[src/cc20ks_pkg.sv]
// ----------------------------------------------------------------------------
// cc20ks_pkg
// Shared types, constants and the quarter-round function for the ChaCha20
// keystream block unit.
// ----------------------------------------------------------------------------
package cc20ks_pkg;

  localparam int WORD_W      = 32;
  localparam int COUNT_W     = 7;
  localparam int VBYTES_W    = 4;
  localparam int CFG_IDX_W   = 3;
  localparam int CFG_DATA_W  = 64;
  localparam int ROUNDS      = 20;
  localparam int RND_W       = $clog2(ROUNDS);
  localparam int QUEUE_DEPTH = 2;
  localparam int QUEUE_AW    = $clog2(QUEUE_DEPTH);
  localparam int QUEUE_CW    = QUEUE_AW + 1;

  localparam logic [COUNT_W-1:0] BLOCK_BYTES = 7'd64;
  localparam logic [COUNT_W-1:0] WORD_BYTES  = 7'd8;

  localparam logic [WORD_W-1:0] SIGMA0 = 32'h61707865;
  localparam logic [WORD_W-1:0] SIGMA1 = 32'h3320646e;
  localparam logic [WORD_W-1:0] SIGMA2 = 32'h79622d32;
  localparam logic [WORD_W-1:0] SIGMA3 = 32'h6b206574;

  typedef logic [WORD_W-1:0] word_t;

  typedef enum logic [CFG_IDX_W-1:0] {
    REG_KEY_01     = 3'd0,
    REG_KEY_23     = 3'd1,
    REG_KEY_45     = 3'd2,
    REG_KEY_67     = 3'd3,
    REG_NONCE_01   = 3'd4,
    REG_NONCE_2    = 3'd5,
    REG_INIT_CTR   = 3'd6,
    REG_UNUSED     = 3'd7
  } cfg_reg_t;

  // One queued block request: saturated byte count and its counter value.
  typedef struct packed {
    logic [COUNT_W-1:0] count;
    word_t              counter;
  } job_t;

  // Key and nonce as seen by the block core.
  typedef struct packed {
    logic [7:0][WORD_W-1:0] key;
    logic [2:0][WORD_W-1:0] nonce;
  } key_cfg_t;

  typedef enum logic [1:0] {
    ST_IDLE,
    ST_ROUND,
    ST_FINAL,
    ST_EMIT
  } core_state_t;

  typedef struct packed {
    word_t a;
    word_t b;
    word_t c;
    word_t d;
  } quad_t;

  function automatic word_t rotl(input word_t v, input int n);
    rotl = (v << n) | (v >> (WORD_W - n));
  endfunction

  function automatic quad_t quarter(input word_t a_in, input word_t b_in,
                                    input word_t c_in, input word_t d_in);
    word_t a, b, c, d;
    a = a_in; b = b_in; c = c_in; d = d_in;
    a = a + b; d = rotl(d ^ a, 16);
    c = c + d; b = rotl(b ^ c, 12);
    a = a + b; d = rotl(d ^ a, 8);
    c = c + d; b = rotl(b ^ c, 7);
    quarter = '{a: a, b: b, c: c, d: d};
  endfunction

endpackage

[src/cc20ks_front.sv]
// ----------------------------------------------------------------------------
// cc20ks_front
// Accepts requests, applies restart, saturates the byte count and tags each
// non-empty request with its block counter value before queueing it.
// ----------------------------------------------------------------------------
module cc20ks_front (
  input  logic                        clk,
  input  logic                        rst,
  input  logic                        req_valid,
  output logic                        req_ready,
  input  logic [cc20ks_pkg::COUNT_W-1:0] byte_count,
  input  logic                        restart,
  input  cc20ks_pkg::word_t           initial_counter,
  input  logic                        queue_full,
  output logic                        push,
  output cc20ks_pkg::job_t            push_job
);
  import cc20ks_pkg::*;

  word_t block_counter;
  word_t block_counter_next;
  word_t ctr_base;
  logic  accept;
  logic  empty_req;

  assign req_ready = !queue_full;
  assign accept    = req_valid && req_ready;
  assign empty_req = (byte_count == '0);
  assign ctr_base  = restart ? initial_counter : block_counter;
  assign push      = accept && !empty_req;

  always_comb begin
    push_job.counter = ctr_base;
    push_job.count   = (byte_count > BLOCK_BYTES) ? BLOCK_BYTES : byte_count;
    block_counter_next = block_counter;
    if (accept) begin
      block_counter_next = empty_req ? ctr_base : ctr_base + word_t'(1);
    end
  end

  always_ff @(posedge clk) begin
    if (rst) begin
      block_counter <= '0;
    end else begin
      block_counter <= block_counter_next;
    end
  end

endmodule

[config.mk]
export PLATFORM = sky130hd
export DESIGN_NAME = cc20ks_front
export DESIGN_NICKNAME = d
export VERILOG_FILES = /design/src/cc20ks_pkg.sv /design/src/cc20ks_front.sv
export SDC_FILE = /design/constraint.sdc
export NUM_CORES = 1
export LEC_CHECK = 0
export ABC_AREA = 1
export BUFFER_PORTS_ARGS = -buffer_cell sky130_fd_sc_hd__buf_4
export CORE_UTILIZATION = 30
export CTS_CLUSTER_DIAMETER = 40
export DETAILED_ROUTE_END_ITERATION = 12
export PLACE_DENSITY = 0.59
export SKIP_CTS_REPAIR_TIMING = 1
export SLEW_MARGIN = 40
export SYNTH_ARGS = -nofsm -noshare
export SYNTH_HDL_FRONTEND = slang
export SYNTH_SLANG_ARGS = --single-unit
[constraint.sdc]
create_clock -name clk -period 2.08 [get_ports clk]
set_input_delay 0.416 -clock clk [delete_from_list [all_inputs] [get_ports clk]]
set_output_delay 0.416 -clock clk [all_outputs]
set_load 0.01 [all_outputs]
# --- Word-level counts from Yosys, hierarchy flattened ---
# Cells that the tools add are included.
word_totals:
  reg_bits: 32
  out_inout_bits: 41
  word_cells: 11
classes:
  reduce_logical: 5
  muxes: 3
  n_lt_le_gt_ge: 1
  addsub: 1
op_table:
  columns: ["operator", "count"]
  rows:
  - ["32-bit 2-to-1 mux", 2]
  - ["32-bit by 1-bit adder with 32-bit output (second input constant)", 1]
  - ["7-bit > comparator (second input constant)", 1]
  - ["7-bit logical NOT", 1]
  - ["7-bit 2-to-1 mux", 1]
  - ["1-bit logical AND", 2]
  - ["1-bit logical NOT", 2]

# --- Longest topological paths before layout ---
# Gate-level depths: netlist (run 1).
logic_depth:
  depth_word: 3
  ltp_mapped: 15

# --- Worst setup path after synthesis (run 1) ---
# Ideal clock, no wire load.
synth_path:
  kind: "input to register"
  from: "input restart"
  to: "register block_counter[26]"
  t_required_ps: 1971
  path_buffers: 2
  setup_slack_ps: 104
  setup_time_ps: 109
  arrival_time_ps: 1868
  stages: 15
  path_cell_list: "buf_6 inv_4 buf_8 nand2_1 nand2_2 ha_1 nand3_2 nor2_4 nand3_4 nor2_4 nand2_1 nand2_1 nand3_1 nand2_1 inv_1"
synth_lines:
  columns: ["element", "line", "rtl"]
  rows:
  - ["from (decl)", "cc20ks_front.sv:12", "input logic restart,"]
  - ["to (signal assigned)", "cc20ks_front.sv:45", "block_counter <= block_counter_next;"]
  - ["to (decl)", "cc20ks_front.sv:20", "word_t block_counter;"]

==> results.json, run 1 <==
{
  "die-area_mm2": 0.009665,
  "ant_nets": 0,
  "grt_pass1_vias": 3115,
  "grt_overflow": 0,
  "fillCellCount": 957,
  "diodes": 0,
  "largest_reg_flops": 32,
  "fin_nets": 606,
  "postSynthAreaPerCell_um2": 6.239,
  "status": "finished with violations",
  "reg_top3": "block_counter (32)",
  "cts_tree": "yes",
  "cp_max_fo": 8,
  "fin_crit_sh_pct": 90.35,
  "start_kind": "input pin",
  "switchingPower_uw": 586.2,
  "switching_share_pct": 32.67,
  "clockBufferDepth": 2,
  "syn-num-nets": 491,
  "arrival_ns": 1.46,
  "cap_violations": 0,
  "drc": 1,
  "drt_iter0_markers": 117,
  "internal_power_uw": 1208,
  "grt_max_degree": 29,
  "rsz0062_at_grt": "false",
  "power_frac_seq_pct": 37.3,
  "grt_usage_pct": 18.14,
  "pwr-share-comb_pct": 34.2,
  "setup_tns_ns": 0,
  "clkPwrFrac_pct": 28.5,
  "violations": "design-rule violations",
  "tightest_slew_ns": 0.4647,
  "fin_skew_ns": 0.007921,
  "ys_seq_elements": 32,
  "setup-violations-final": 0,
  "synth-warning-count": 0,
  "fmax_ghz": 0.5321,
  "yosysUniqueCellTypes": 35,
  "cts.sinks": 32,
  "htreeDepth": 2,
  "gp_congestion": 0.8504,
  "grt_pass1_wl_mm": 14.33,
  "wirelength_mm": 8.306,
  "cts_buffers": 5,
  "routed_via_density": 4.566,
  "io_buffers": 84,
  "vias": 3059,
  "area_growth_pct": 38.94,
  "rows": 34,
  "final_hold_viol_count": 0,
  "netlist_instances": 446,
  "wl_per_cell_um": 12.40,
  "max-slew-margin-rel_pct": 68.99,
  "drive_gt1_share_pct": 34.16,
  "power_density_mw_per_mm2": 464.2,
  "path_class": "in -> out",
  "core_mm2": 0.008848,
  "io_pins": 85,
  "firstDrtPassIters": 10,
  "hold_class": "reg -> reg",
  "utilization_pct": 43.69,
  "die_x_um": 98.31,
  "cts_root_buf": "clkbuf_8",
  "synth_seq_area_share_pct": 23.02,
  "vdd_ir_drop_max_mv": 0.2337,
  "regMostFlops": "block_counter",
  "finalCriticalPeriod_ns": 1.879,
  "cellLeakagePower_uw": 0.001846,
  "insertion_delay_ns": 0.28,
  "critPathRequiredTime_ns": 1.66,
  "drv_slew": 0,
  "start_util_pct": 31.45,
  "die_y_um": 98.31,
  "clkTransAtPathRegs_ns": 0.07,
  "antenna_found_initial": 0,
  "place_hpwl_mm": 6.598,
  "cp-end-kind": "output port",
  "syn_area_mm2": 0.002783
}
## cells in the final DEF, fill, tap and decap left out
master and n:
ha_1 1, and2_1 2, o21a_1 1, inv_1 67, nor2_4 11, clkbuf_8 6
nand3b_1 8, nand2_1 108, nor2_2 4, o21ai_4 3, dfxtp_1 32, nand3_1 28
or2_2 2, inv_2 4, o211ai_1 3, a21oi_1 27, o21ai_2 12, nand4_1 5
buf_4 122, nand2_2 16, xor2_1 5, o21ai_0 23, clkbuf_1 2, o21ai_1 3
nand3_4 2, nand3_2 3, or2_0 1, nor2_1 47, nand2_4 3, nor3_1 2
inv_4 1, buf_12 3, xnor2_1 5
## cell type report
class | count | area [um2] | area share (%)
sequential | 32 | 640.6 | 16.57
multi-input combinational | 325 | 1752 | 45.31
tap | 108 | 135.1 | 3.495
timing repair buffer | 125 | 975.9 | 25.24
inverter | 72 | 272.8 | 7.055
clock buffer | 8 | 90.09 | 2.330
## Yosys cell counts, drive strengths merged
cell,instances,area share (%)
nand2,127,19
nor2,62,12
xor2,5,1.6
o21a,1,0.27
clkbuf,8,1.1
nand3,33,7.4
nand3b,8,2.2
nor3,2,0.36
buf,9,3.1
ha,1,0.45
dfxtp,32,23
inv,72,9.8
and2,2,0.45
nand4,5,1.1
o21ai,41,10
xnor2,5,1.6
o211ai,3,0.81
a21oi,27,4.9
or2,3,0.67
## power by group through the flow
stage	registers (uW)	logic, uW	clock network, uW
final	669	614	512
after detailed placement	682	614	0
after floorplan	678	338	0
after global routing	673	678	556
after CTS	669	617	531
after global placement	682	608	0
## worst max-delay path: stages
cell and delay, ns:
buf_4 0.15, inv_4 0.08, buf_4 0.17, or2_2 0.27, o21ai_0 0.14, inv_1 0.08, buf_4 0.15
## per-layer routing
layer | up-vias | wire length (um) | track usage, %
li1 | 1623 | - | -
met1 | 1351 | 3999 | 24.18
met2 | 75 | 3866 | 30.82
met3 | 10 | 307 | 2.291
met4 | 0 | 132 | 4.822
met5 | - | 0 | 0
## final timing paths
| path | startpoint | endpoint | slack [ns] | depth (start not counted) |
|---|---|---|---|---|
| worst min-delay path | block_counter[9] | block_counter[9] | 0.47 | 2 |
| worst min register to register | block_counter[9] | block_counter[9] | 0.47 | 2 |
| worst max register to register | block_counter[0] | block_counter[10] | 0.42 | 11 |
| worst max-delay path | restart | push_job[31] | 0.20 | 7 |
## per-stage QoR
stage / area, um2 / power (uW) / setup WS (ns) / instances / hold WS (ns)
finish: 3866 / 1795 / 0.2007 / 670 / 0.4662
global route: 3866 / 1907 / 0.1205 / 670 / 0.4707
CTS: 3866 / 1817 / 0.1968 / 670 / 0.4618
detailed placement: 3776 / 1296 / 0.04447 / 662 / 0.4558
global placement: 3776 / 1290 / 0.07589 / 662 / 0.4552
floorplan: 2783 / 1016 / 0.1035 / 446 / 0.4454
## cells by family (layout without fill, tap and decap cells)
group                    count (synthesis)  count (layout)  share of synthesized area [%]
buffers and inverters                   89             205                          14.03
XOR/XNOR                                10              10                          3.147
adder cells (fa/ha/maj)                  1               1                         0.4496
AO/OA/AOI/OAI                           72              72                          16.14
AND/OR/NAND/NOR                        242             242                          43.21
flip-flops                              32              32                          23.02
Power figures use the tool's default switching activity.
==> run 2, diff against run 1 <==
- clock period: 2.08 -> 1.9 ns (I/O delays scaled with it)
==> results.json, run 2 (synthesis gave the netlist of run 1 again) <==
{
  "cpMaxStageDelayCell": "or2_2",
  "wirelength_mm": 8.309,
  "final_common_cell": "buf_4",
  "rsz0062_at_grt": "false",
  "cp_top_family": "buffers and inverters",
  "grt_max_degree": 47,
  "io_buffers": 84,
  "cpMostUsedCell": "buf_4",
  "vdd_ir_drop_max_mv": 0.2504,
  "hold_class": "in -> reg",
  "cp_cell_sequence": "buf_8 -> inv_8 -> buf_4 -> or2_2 -> o21a_1 -> buf_4",
  "clockBufferDepth": 2,
  "diodes": 0,
  "cp.buffers_inverters": 4,
  "max_stage_delay_ns": 0.27,
  "ant_nets": 0,
  "drive_gt1_share_pct": 37.29,
  "drv_slew": 0,
  "path_class": "in -> out",
  "cts_root_buf": "clkbuf_8",
  "vias": 3249,
  "place_hpwl_mm": 6.469,
  "cap_violations": 0,
  "grt_usage_pct": 17.78,
  "start_util_pct": 31.45,
  "grt_overflow": 0,
  "largest_reg_flops": 32,
  "grt_pass1_wl_mm": 13.92,
  "fin_nets": 627,
  "reg_top3": "block_counter (32)",
  "fin_crit_sh_pct": 95.16,
  "final_hold_viol_count": 0,
  "die_y_um": 98.31,
  "start_kind": "input pin",
  "critPathRequiredTime_ns": 1.52,
  "tightest_slew_ns": 0.4785,
  "routed_via_density": 4.709,
  "regMostFlops": "block_counter",
  "area_growth_pct": 46.49,
  "insertion_delay_ns": 0.29,
  "die-area_mm2": 0.009665,
  "fmax_ghz": 0.5531,
  "cts_tree": "yes",
  "cts.sinks": 32,
  "die_x_um": 98.31,
  "worst_slack_ns": 0.09194,
  "io_pins": 85,
  "setup_tns_ns": 0,
  "place_ws_ns": -0.2374,
  "status": "finished, final reports clean",
  "gp_congestion": 0.8677,
  "core_mm2": 0.008848,
  "clkTransAtPathRegs_ns": 0.07,
  "grt_pass1_vias": 3025,
  "p_total_uw": 2044,
  "firstDrtPassIters": 6,
  "arrival_ns": 1.43,
  "antenna_found_initial": 0,
  "htreeDepth": 2,
  "cellLeakagePower_uw": 0.001963,
  "power_density_mw_per_mm2": 501.4,
  "setup-violations-final": 0,
  "layout_common_cells": "142 x buf_4, 106 x nand2_1, 67 x inv_1",
  "finalCriticalPeriod_ns": 1.808,
  "cp_max_fo": 18,
  "rows": 34,
  "cts_buffers": 5,
  "drt_iter0_markers": 141,
  "max-slew-margin-rel_pct": 68.07,
  "drc": 0,
  "wl_per_cell_um": 12.04,
  "cp-end-kind": "output port",
  "fin_skew_ns": 0.003532
}
==> run 2: cell count changes in the layout (fill, tap and decap cells not counted), sizes merged <==
cell,previous run,this run
buf,125,146
clkbuf,8,7
==> run 2: through the flow <==
step	cells	cell area [um2]	utilization (%)	hold slack, ns
after detailed placement	683	3969	44.85	0.4636
after global routing	690	4076	46.07	0.4347
after global placement	683	3969	44.85	0.4542
after CTS	690	4065	45.94	0.4156
final	690	4076	46.07	0.4286
after floorplan	446	2839	-	0.4454
==> run 2: worst paths after layout <==
kind | startpoint | end | slack [ns] | cells after the start
worst min-delay path | rst | block_counter[1] | 0.43 | 2
worst min register to register | block_counter[9] | block_counter[9] | 0.47 | 2
worst max register to register | block_counter[0] | block_counter[26] | 0.22 | 12
worst max-delay path | restart | push_job[30] | 0.09 | 6
==> run 2: worst register-to-register path, cell delays in order, from the launching register on <==
cell and delay (ns):
dfxtp_1 0.31, inv_1 0.06, o21ai_4 0.16, ha_4 0.17, nand3_4 0.09, nor2_4 0.15, nand3_4 0.14, nor2_4 0.21
nand2_1 0.07, nand2_1 0.06, nand3_1 0.07, nand2_1 0.08, inv_1 0.03
==> run 2: where the power goes <==
| group | internal [uW] | switching [uW] |
|---|---|---|
| Clock | 323 | 273 |
| Combinational | 347 | 369 |
| Sequential | 714 | 18.1 |
| Total | 1380 | 660 |
==> run 2: area by class of cell <==
type / instances / area, um2
clock buffer: 7 / 96.34
tap: 108 / 135.1
timing repair buffer: 146 / 1132
inverter: 72 / 277.8
sequential: 32 / 640.6
multi-input combinational: 325 / 1794
fill: 953 / 4772
==> run 2: metal layers <==
metal | up-vias | wire length [um] | track usage [%]
li1 | 1664 | - | -
met1 | 1499 | 3813 | 23.59
met2 | 77 | 4044 | 30.07
met3 | 9 | 349 | 2.720
met4 | 0 | 102 | 4.592
met5 | - | 0 | 0
