===== config.mk =====
export PLATFORM = sky130hd
export DESIGN_NAME = cc20ks_queue
export DESIGN_NICKNAME = d
export VERILOG_FILES = /design/src/cc20ks_pkg.sv /design/src/cc20ks_queue.sv
export SDC_FILE = /design/constraint.sdc
export NUM_CORES = 1
export LEC_CHECK = 0
export CELL_PAD_IN_SITES_DETAIL_PLACEMENT = 0
export CELL_PAD_IN_SITES_GLOBAL_PLACEMENT = 1
export CORE_UTILIZATION = 51
export CTS_CLUSTER_SIZE = 14
export DETAILED_ROUTE_END_ITERATION = 8
export DONT_BUFFER_PORTS = 1
export MAX_ROUTING_LAYER = met4
export PLACE_DENSITY_LB_ADDON = 0.1
export SLEW_MARGIN = 30
export SYNTH_ARGS = -nofsm -noshare
export SYNTH_HDL_FRONTEND = slang
export SYNTH_SLANG_ARGS = --single-unit

===== constraint.sdc =====
create_clock -name clk -period 2.9 [get_ports clk]
set_input_delay 0.145 -clock clk [delete_from_list [all_inputs] [get_ports clk]]
set_output_delay 0.145 -clock clk [all_outputs]
set_load 0.005 [all_outputs]

===== src/cc20ks_pkg.sv =====
// ----------------------------------------------------------------------------
// cc20ks_pkg
// Shared types, constants and the quarter-round function for the ChaCha20
// keystream block unit.
// ----------------------------------------------------------------------------
package cc20ks_pkg;

  localparam int WORD_W      = 32;
  localparam int COUNT_W     = 7;
  localparam int VBYTES_W    = 4;
  localparam int CFG_IDX_W   = 3;
  localparam int CFG_DATA_W  = 64;
  localparam int ROUNDS      = 20;
  localparam int RND_W       = $clog2(ROUNDS);
  localparam int QUEUE_DEPTH = 2;
  localparam int QUEUE_AW    = $clog2(QUEUE_DEPTH);
  localparam int QUEUE_CW    = QUEUE_AW + 1;

  localparam logic [COUNT_W-1:0] BLOCK_BYTES = 7'd64;
  localparam logic [COUNT_W-1:0] WORD_BYTES  = 7'd8;

  localparam logic [WORD_W-1:0] SIGMA0 = 32'h61707865;
  localparam logic [WORD_W-1:0] SIGMA1 = 32'h3320646e;
  localparam logic [WORD_W-1:0] SIGMA2 = 32'h79622d32;
  localparam logic [WORD_W-1:0] SIGMA3 = 32'h6b206574;

  typedef logic [WORD_W-1:0] word_t;

  typedef enum logic [CFG_IDX_W-1:0] {
    REG_KEY_01     = 3'd0,
    REG_KEY_23     = 3'd1,
    REG_KEY_45     = 3'd2,
    REG_KEY_67     = 3'd3,
    REG_NONCE_01   = 3'd4,
    REG_NONCE_2    = 3'd5,
    REG_INIT_CTR   = 3'd6,
    REG_UNUSED     = 3'd7
  } cfg_reg_t;

  // One queued block request: saturated byte count and its counter value.
  typedef struct packed {
    logic [COUNT_W-1:0] count;
    word_t              counter;
  } job_t;

  // Key and nonce as seen by the block core.
  typedef struct packed {
    logic [7:0][WORD_W-1:0] key;
    logic [2:0][WORD_W-1:0] nonce;
  } key_cfg_t;

  typedef enum logic [1:0] {
    ST_IDLE,
    ST_ROUND,
    ST_FINAL,
    ST_EMIT
  } core_state_t;

  typedef struct packed {
    word_t a;
    word_t b;
    word_t c;
    word_t d;
  } quad_t;

  function automatic word_t rotl(input word_t v, input int n);
    rotl = (v << n) | (v >> (WORD_W - n));
  endfunction

  function automatic quad_t quarter(input word_t a_in, input word_t b_in,
                                    input word_t c_in, input word_t d_in);
    word_t a, b, c, d;
    a = a_in; b = b_in; c = c_in; d = d_in;
    a = a + b; d = rotl(d ^ a, 16);
    c = c + d; b = rotl(b ^ c, 12);
    a = a + b; d = rotl(d ^ a, 8);
    c = c + d; b = rotl(b ^ c, 7);
    quarter = '{a: a, b: b, c: c, d: d};
  endfunction

endpackage


===== src/cc20ks_queue.sv =====
// ----------------------------------------------------------------------------
// cc20ks_queue
// Short first-in first-out queue of block requests between front and core.
// ----------------------------------------------------------------------------
module cc20ks_queue (
  input  logic             clk,
  input  logic             rst,
  input  logic             push,
  input  cc20ks_pkg::job_t push_job,
  input  logic             pop,
  output cc20ks_pkg::job_t head_job,
  output logic             full,
  output logic             empty
);
  import cc20ks_pkg::*;

  job_t                entries [QUEUE_DEPTH];
  logic [QUEUE_AW-1:0] wr_ptr;
  logic [QUEUE_AW-1:0] rd_ptr;
  logic [QUEUE_CW-1:0] fill;

  assign full     = (fill == QUEUE_CW'(QUEUE_DEPTH));
  assign empty    = (fill == '0);
  assign head_job = entries[rd_ptr];

  always_ff @(posedge clk) begin
    if (push) begin
      entries[wr_ptr] <= push_job;
    end
  end

  always_ff @(posedge clk) begin
    if (rst) begin
      wr_ptr <= '0;
      rd_ptr <= '0;
      fill   <= '0;
    end else begin
      if (push) begin
        wr_ptr <= wr_ptr + QUEUE_AW'(1);
      end
      if (pop) begin
        rd_ptr <= rd_ptr + QUEUE_AW'(1);
      end
      case ({push, pop})
        2'b10:   fill <= fill + QUEUE_CW'(1);
        2'b01:   fill <= fill - QUEUE_CW'(1);
        default: fill <= fill;
      endcase
    end
  end

endmodule


==> Word level (Yosys, flattened, before mapping) <==
Memory sizes are Yosys's and may differ from the RTL's. A register that Yosys moved wholly into a read port is not among the register bits.
Cells that the tools add are included.
{ "classes": {"n_reduce_logical": 2, "eq_ne": 3, "mux": 5, "n_addsub": 4} }
{ "ops": {"columns": ["cell", "count"], "rows": [
  ["$eq A2 B2 Y1 const B", 2],
  ["$mux W1", 4],
  ["$pmux W2 S2", 1],
  ["$add A1 B1 Y1 const B", 2],
  ["$add A2 B1 Y2 const B", 1],
  ["$eq A2 B1 Y1 const B", 1],
  ["$logic_not A2 Y1", 1],
  ["$reduce_bool A2 Y1", 1],
  ["$sub A2 B1 Y2 const B", 1]
]} }
{ "totals": {"in_bits": 43, "output_inout_bits": 41, "regBits": 4, "mem_bits_rw": 78, "word_cells": 18, "mem_count": 1} }
{ "mem_list": {"columns": ["name", "words", "width", "rd", "rd_ports_with_merged_regs", "write_ports", "line", "text"], "rows": [
  ["entries", 2, 39, 1, 1, 1, "cc20ks_queue.sv:17", "job_t entries [QUEUE_DEPTH];"]
]} }

==> Longest topological paths before layout <==
Gate-level depths: netlist of run 1.
{ "logic_depth": {"depth_word": 3, "mapped_depth": 5, "ltp_nobuf": 5} }

==> Least setup slack after synthesis of run 1 <==
Ideal clock, no wire load.
{ "synth_timing": {"path_type": "register to register", "startpoint": "register wr_ptr", "endpoint": "memory entries[0][0] in the netlist's numbering (enable)", "arrival_time_ns": 1.973, "setup_slack_ns": 0.491, "required_ns": 2.464, "n_path_buf": 0, "path_stages_with_launch": 2, "setup_time_ns": 0.436, "period_less_slack_ns": 2.409, "cell_sequence": "dfxtp_1 > nor2_1"} }
{ "synth_rtl": {"columns": ["item", "line", "text"], "rows": [
  ["start, declared", "cc20ks_queue.sv:18", "logic [QUEUE_AW-1:0] wr_ptr;"],
  ["start signal, assigned", "cc20ks_queue.sv:39", "wr_ptr <= wr_ptr + QUEUE_AW'(1);"],
  ["end, declared", "cc20ks_queue.sv:17", null]
]} }
Straight into the memory's write port.

==> impl_metrics.tcl, run 1 <==
set metrics [dict create \
    die_area_sq_um 6212 \
    outcome "finished clean" \
    syn_area_sq_um 3009 \
    via_count 1399 \
    synth-edff-count 78 \
    critPathTopFamily "flip-flops" \
    rows 27 \
    post_cts_buffers 0 \
    drv_slew 0 \
    dr.first_iter.drc_count 54 \
    p_total_mw 2.397 \
    wirelength_microns 4717 \
    hold_viol 0 \
    die_w_microns 78.82 \
    endpoint_kind "output port" \
    antenna_cells 0 \
    globalplace.congestion 0.6673 \
    tritoncts "built" \
    grt_pass1_vias 1474 \
    clkTransAtPathRegs_ns 0.07 \
    avgSynthCellArea_sq_um 21.04 \
    rsz0062_at_grt "no" \
    worstMarginPinSlew_ns 0.9172 \
    reg2reg_setup_slack_ns 1.25 \
    clockBufferDepth 2 \
    area_growth_pct 23.41 \
    grt_first_pass_wirelength_microns 7100 \
    worstSetupStartpointType "flip-flop" \
    antenna_found_initial 0 \
    critPathMaxStageDelay_ns 0.94 \
    initial_core_util 0.5366 \
    ioPinCount 84 \
    finalSetupViolations 0 \
    io_buffers 0 \
    ir_worst_vdd_mv 0.4010 \
    hold_start "pop" \
    ys_seq_area_frac 0.8116 \
    criticalPathCategory "flip-flop to output port" \
    vias_per_cell 5.162 \
    layout_min_cycle_time_ns 1.868 \
    hp-class "input pin to flip-flop" \
    slowest_stage "dfxtp_2" \
    syn-num-nets 187 \
    maxCapViolCount 0 \
    p_leak_nw 1.249 \
    fmaxAchievable_ghz 0.5354 \
    drive_gt1_frac 0.2965 \
    htree_levels 3 \
    cp_max_fo 39 \
    powerDensity_nw_per_um2 645.5 \
    clock_latency_ns 0.34 \
    skew_ns 0.003973 \
    layout_commonest_cell "edfxtp_1" \
    path_cells "mux2_2" \
    cts_made_buffers 9 \
    grt.overflow.total 0 \
    drcViolationCount 0 \
    clockRootBuffer "clkbuf_8" \
    fin_crit_sh 0.6441 \
    first_pass_iters 4 \
    yosys_warnings 0 \
    layout_common_cells "78 x edfxtp_1, 42 x dlygate4sd3_1, 39 x mux2_2" \
    grtUsageTotal 0.1656 \
    ys_seq_elements 83 \
    synthFlopType "edfxtp_1" \
    fin_setup_tns_ns 0 \
    crit-reg2reg-launch "wr_ptr" \
    antenna_left 0 \
    core_area_sq_um 5608 \
    synthCells 143 \
    async_flop_share 0 \
    die_h_microns 78.82 \
    ys_types 15 \
    max-slew-margin-rel 0.3886 \
    fin_nets 238 \
    wl_per_cell_microns 17.41 \
    grt_max_degree 40 \
    worstPathRequired_ns 2.76 \
    arrival_ns 1.72 \
    crit_buf_inv 0 \
    cts_sinks 83 \
]
==> layout make-up <==
| type | instances | area [sq um] |
|---|---|---|
| sequential | 83 | 2444 |
| fill | 404 | 1894 |
| multi-input combinational | 55 | 549.3 |
| timing repair buffer | 44 | 442.9 |
| clock buffer | 10 | 127.6 |
| tap | 72 | 90.09 |
| clock inverter | 6 | 56.30 |
| inverter | 1 | 3.754 |
==> stage by stage <==
stage               cell area (sq um)  worst slack (ns)  utilization  hold WS, ns  std cells
finish                           3714             1.032       0.6622       0.1374        271
global route                     3714            0.8895       0.6622       0.1600        271
CTS                              3699            0.9619       0.6595       0.1186        270
floorplan                        3009            0.4906            -       0.2141        143
global placement                 3094             1.256       0.5518       0.2152        212
detailed placement               3094             1.199       0.5518       0.2190        212
==> cells by family after synthesis <==
family | Yosys count | synth area share
AO/OA/AOI/OAI | 2 | 0.003323
XOR/XNOR | 4 | 0.01164
adder cells (fa/ha/maj) | 1 | 0.004157
buffers and inverters | 5 | 0.008730
flip-flops | 83 | 0.8116
multiplexers | 39 | 0.1459
AND/OR/NAND/NOR | 9 | 0.01456
==> power breakdown <==
part           total [mW]  switching, mW  internal [mW]
Clock               0.756          0.366          0.390
Combinational       0.207         0.0910          0.116
Sequential           1.43         0.0407           1.39
Total                2.40          0.498           1.90
==> cells in the mapped netlist (3+ instances only) <==
master	count	area, sq um
mux2_2	39	439.2
dfxtp_1	5	100.1
xnor2_1	3	26.28
buf_2	3	15.01
edfxtp_1	78	2342
nor2_1	6	22.52
==> final timing paths <==
| check | to | depth (start not counted) |
|---|---|---|
| setup / recovery | head_job[32] | 1 |
| hold reg to reg | fill[1] | 2 |
| setup reg to reg | entries[0][5] | 2 |
| hold / removal | fill[0] | 3 |
==> registers in the layout (all words and copies together) (netlist names), named ones only <==
| signal | cells |
|---|---|
| entries | 78 |
| fill | 2 |
| rd_ptr | 1 |
| wr_ptr | 1 |
==> layer usage <==
metal  global-route usage  vias up  part of all wire
met5                    -        -                 0
met4              0.08727        0             0.020
met3              0.05747       10             0.063
met2               0.2678       53              0.52
met1               0.1812      683              0.39
li1                     -      653                 -
==> repair_timing <==
action,4_1_cts,5_1_grt
hold endpoints to repair,83,0
resized for setup,0,0
hold buffers,42,0
Power figures use the tool's default switching activity.
==> inputs of run 2 (changes only) <==
Clock period 2.9 ns to 1.94 ns, I/O delays scaled along.
==> run 2 against run 1 <==
  * Critical path depth increased by 1
  * Die area unchanged
  * Hold slack got worse by 0.034 ns
  * Clock power increased by 68%
  * Global-route usage decreased by 0.32 points
  * First-iteration DRC count increased by 39%
  * Setup slack got worse by 0.54 ns
  * Combinational power increased by 70%
  * Core utilization increased by 1.0 points
  * Clock-buffer cell count unchanged
  * Sequential power increased by 48%
  * Wire length decreased by 1.0%
==> impl_metrics.tcl, run 2 (synthesis gave the netlist of run 1 again) <==
set metrics [dict create \
    outcome "finished clean" \
    layout_min_cycle_time_ns 1.446 \
    crit-reg2reg-launch "rd_ptr" \
    die_area_sq_um 6212 \
    hold_viol 0 \
    fill_cells 389 \
    worstSetupStartpointType "flip-flop" \
    worstMarginPinSlew_ns 0.2798 \
    via_count 1439 \
    clockRootBuffer "clkbuf_8" \
    rows 27 \
    reg2reg_depth 3 \
    intPower_mw 2.978 \
    htree_levels 3 \
    hold_end "fill[0]" \
    rsz0062_at_grt "no" \
    tritoncts "built" \
    area_growth_pct 25.28 \
    largest_register "entries" \
    grt_first_pass_wirelength_microns 6913 \
    largest_reg_flops 78 \
    register_area_sq_um 2444 \
    final_cells 276 \
    p_total_mw 3.729 \
    globalplace.congestion 0.6434 \
    p_leak_nw 1.281 \
    grt_max_degree 22 \
    p_comb_frac 0.094 \
    p_switching_mw 0.7508 \
    drive_gt1_frac 0.3039 \
    layout_common_cells "78 x edfxtp_1, 43 x dlygate4sd3_1, 39 x mux2_2" \
    clockBufferDepth 2 \
    fin_crit_sh 0.7454 \
    multi_input_comb_area_sq_um 549.3 \
    r2r-end "rd_ptr" \
    timing.hold.ws_ns 0.1035 \
    initial_core_util 0.5366 \
    max-slew-margin-rel 0.8135 \
    endpoint_kind "output port" \
    vias_per_cell 5.214 \
    reg.largest.list "entries: 78 flops, fill: 2 flops" \
    min_path_cells 3 \
    clkTransAtPathRegs_ns 0.07 \
    drv_slew 0 \
    seqPwrFrac 0.566 \
    powerDensity_nw_per_um2 989.1 \
    antenna_found_initial 0 \
    die_w_microns 78.82 \
    arrival_ns 1.35 \
    post-place-cells 217 \
    ioPinCount 84 \
    die_h_microns 78.82 \
    wirelength_microns 4669 \
    dp_hpwl_microns 2992 \
    grt_pass1_vias 1437 \
    design_area_sq_um 3770 \
    fin_nets 243 \
    antenna_cells 0 \
    placedInstanceArea_sq_um 3132 \
    post_cts_buffers 0 \
    post-place-ws_ns 0.7573 \
    skew_ns 0.004400 \
    cts_sinks 83 \
    io_buffers 0 \
    criticalPathCategory "flip-flop to output port" \
    grtUsageTotal 0.1624 \
    reg2reg_setup_slack_ns 0.67 \
    maxCapViolCount 0 \
    finalSetupViolations 0 \
    first_pass_iters 4 \
    setup_slack_ns 0.4938 \
    fmaxAchievable_ghz 0.6915 \
    drcViolationCount 0 \
    antenna_left 0 \
    wl_per_cell_microns 16.92 \
    ir_worst_vdd_mv 0.6085 \
    dr.first_iter.drc_count 75 \
    post-route-util 0.6722 \
    core_area_sq_um 5608 \
    hold_start "pop" \
    grt.overflow.total 0 \
    cp_max_fo 21 \
    hp-class "input pin to flip-flop" \
    power_switching_share 0.2014 \
    fin_setup_tns_ns 0 \
    p_clk_frac 0.340 \
    clock_latency_ns 0.34 \
    cts_made_buffers 9 \
    layout_commonest_cell "edfxtp_1" \
    worstPathRequired_ns 1.84 \
]
run 2: power groups by stage:
stage | Sequential [mW] | Combinational, mW | Clock, mW
after floorplan | 2.15 | 0.215 | 0
after global placement | 2.15 | 0.266 | 0
after detailed placement | 2.15 | 0.273 | 0
after CTS | 2.11 | 0.358 | 1.30
after global routing | 2.12 | 0.382 | 1.35
final | 2.11 | 0.351 | 1.27
run 2: timing repair:
action / in CTS / in global routing
resized for setup: 0 / 0
hold buffers: 43 / 0
hold endpoints to repair: 83 / 0
run 2: how the worst max path moves through the flow:
stage,startpoint,to,slack [ns]
after floorplan,wr_ptr,entries[0][0],0.17
after global placement,wr_ptr,entries[1][19],0.79
after detailed placement,wr_ptr,entries[1][5],0.76
after CTS,flip-flop,head_job[2],0.46
after global routing,flip-flop,head_job[2],0.43
final,flip-flop,head_job[2],0.49
run 2: area by class of cell:
cell class,count,area share
sequential,83,0.6482
tap,72,0.02390
inverter,1,0.0009957
timing repair buffer,49,0.1261
clock buffer,10,0.03385
multi-input combinational,55,0.1457
clock inverter,6,0.02124
run 2: layer usage:
metal | vias up | global-route usage | wire (microns)
li1 | 664 | - | -
met1 | 708 | 0.1707 | 1833
met2 | 59 | 0.2722 | 2462
met3 | 8 | 0.04943 | 289
met4 | 0 | 0.09273 | 84
met5 | - | - | 0
run 2: critical path: stages, from the launching register on:
cell     delay [ns]
dfxtp_2        0.33
buf_4          0.27
mux2_2         0.40
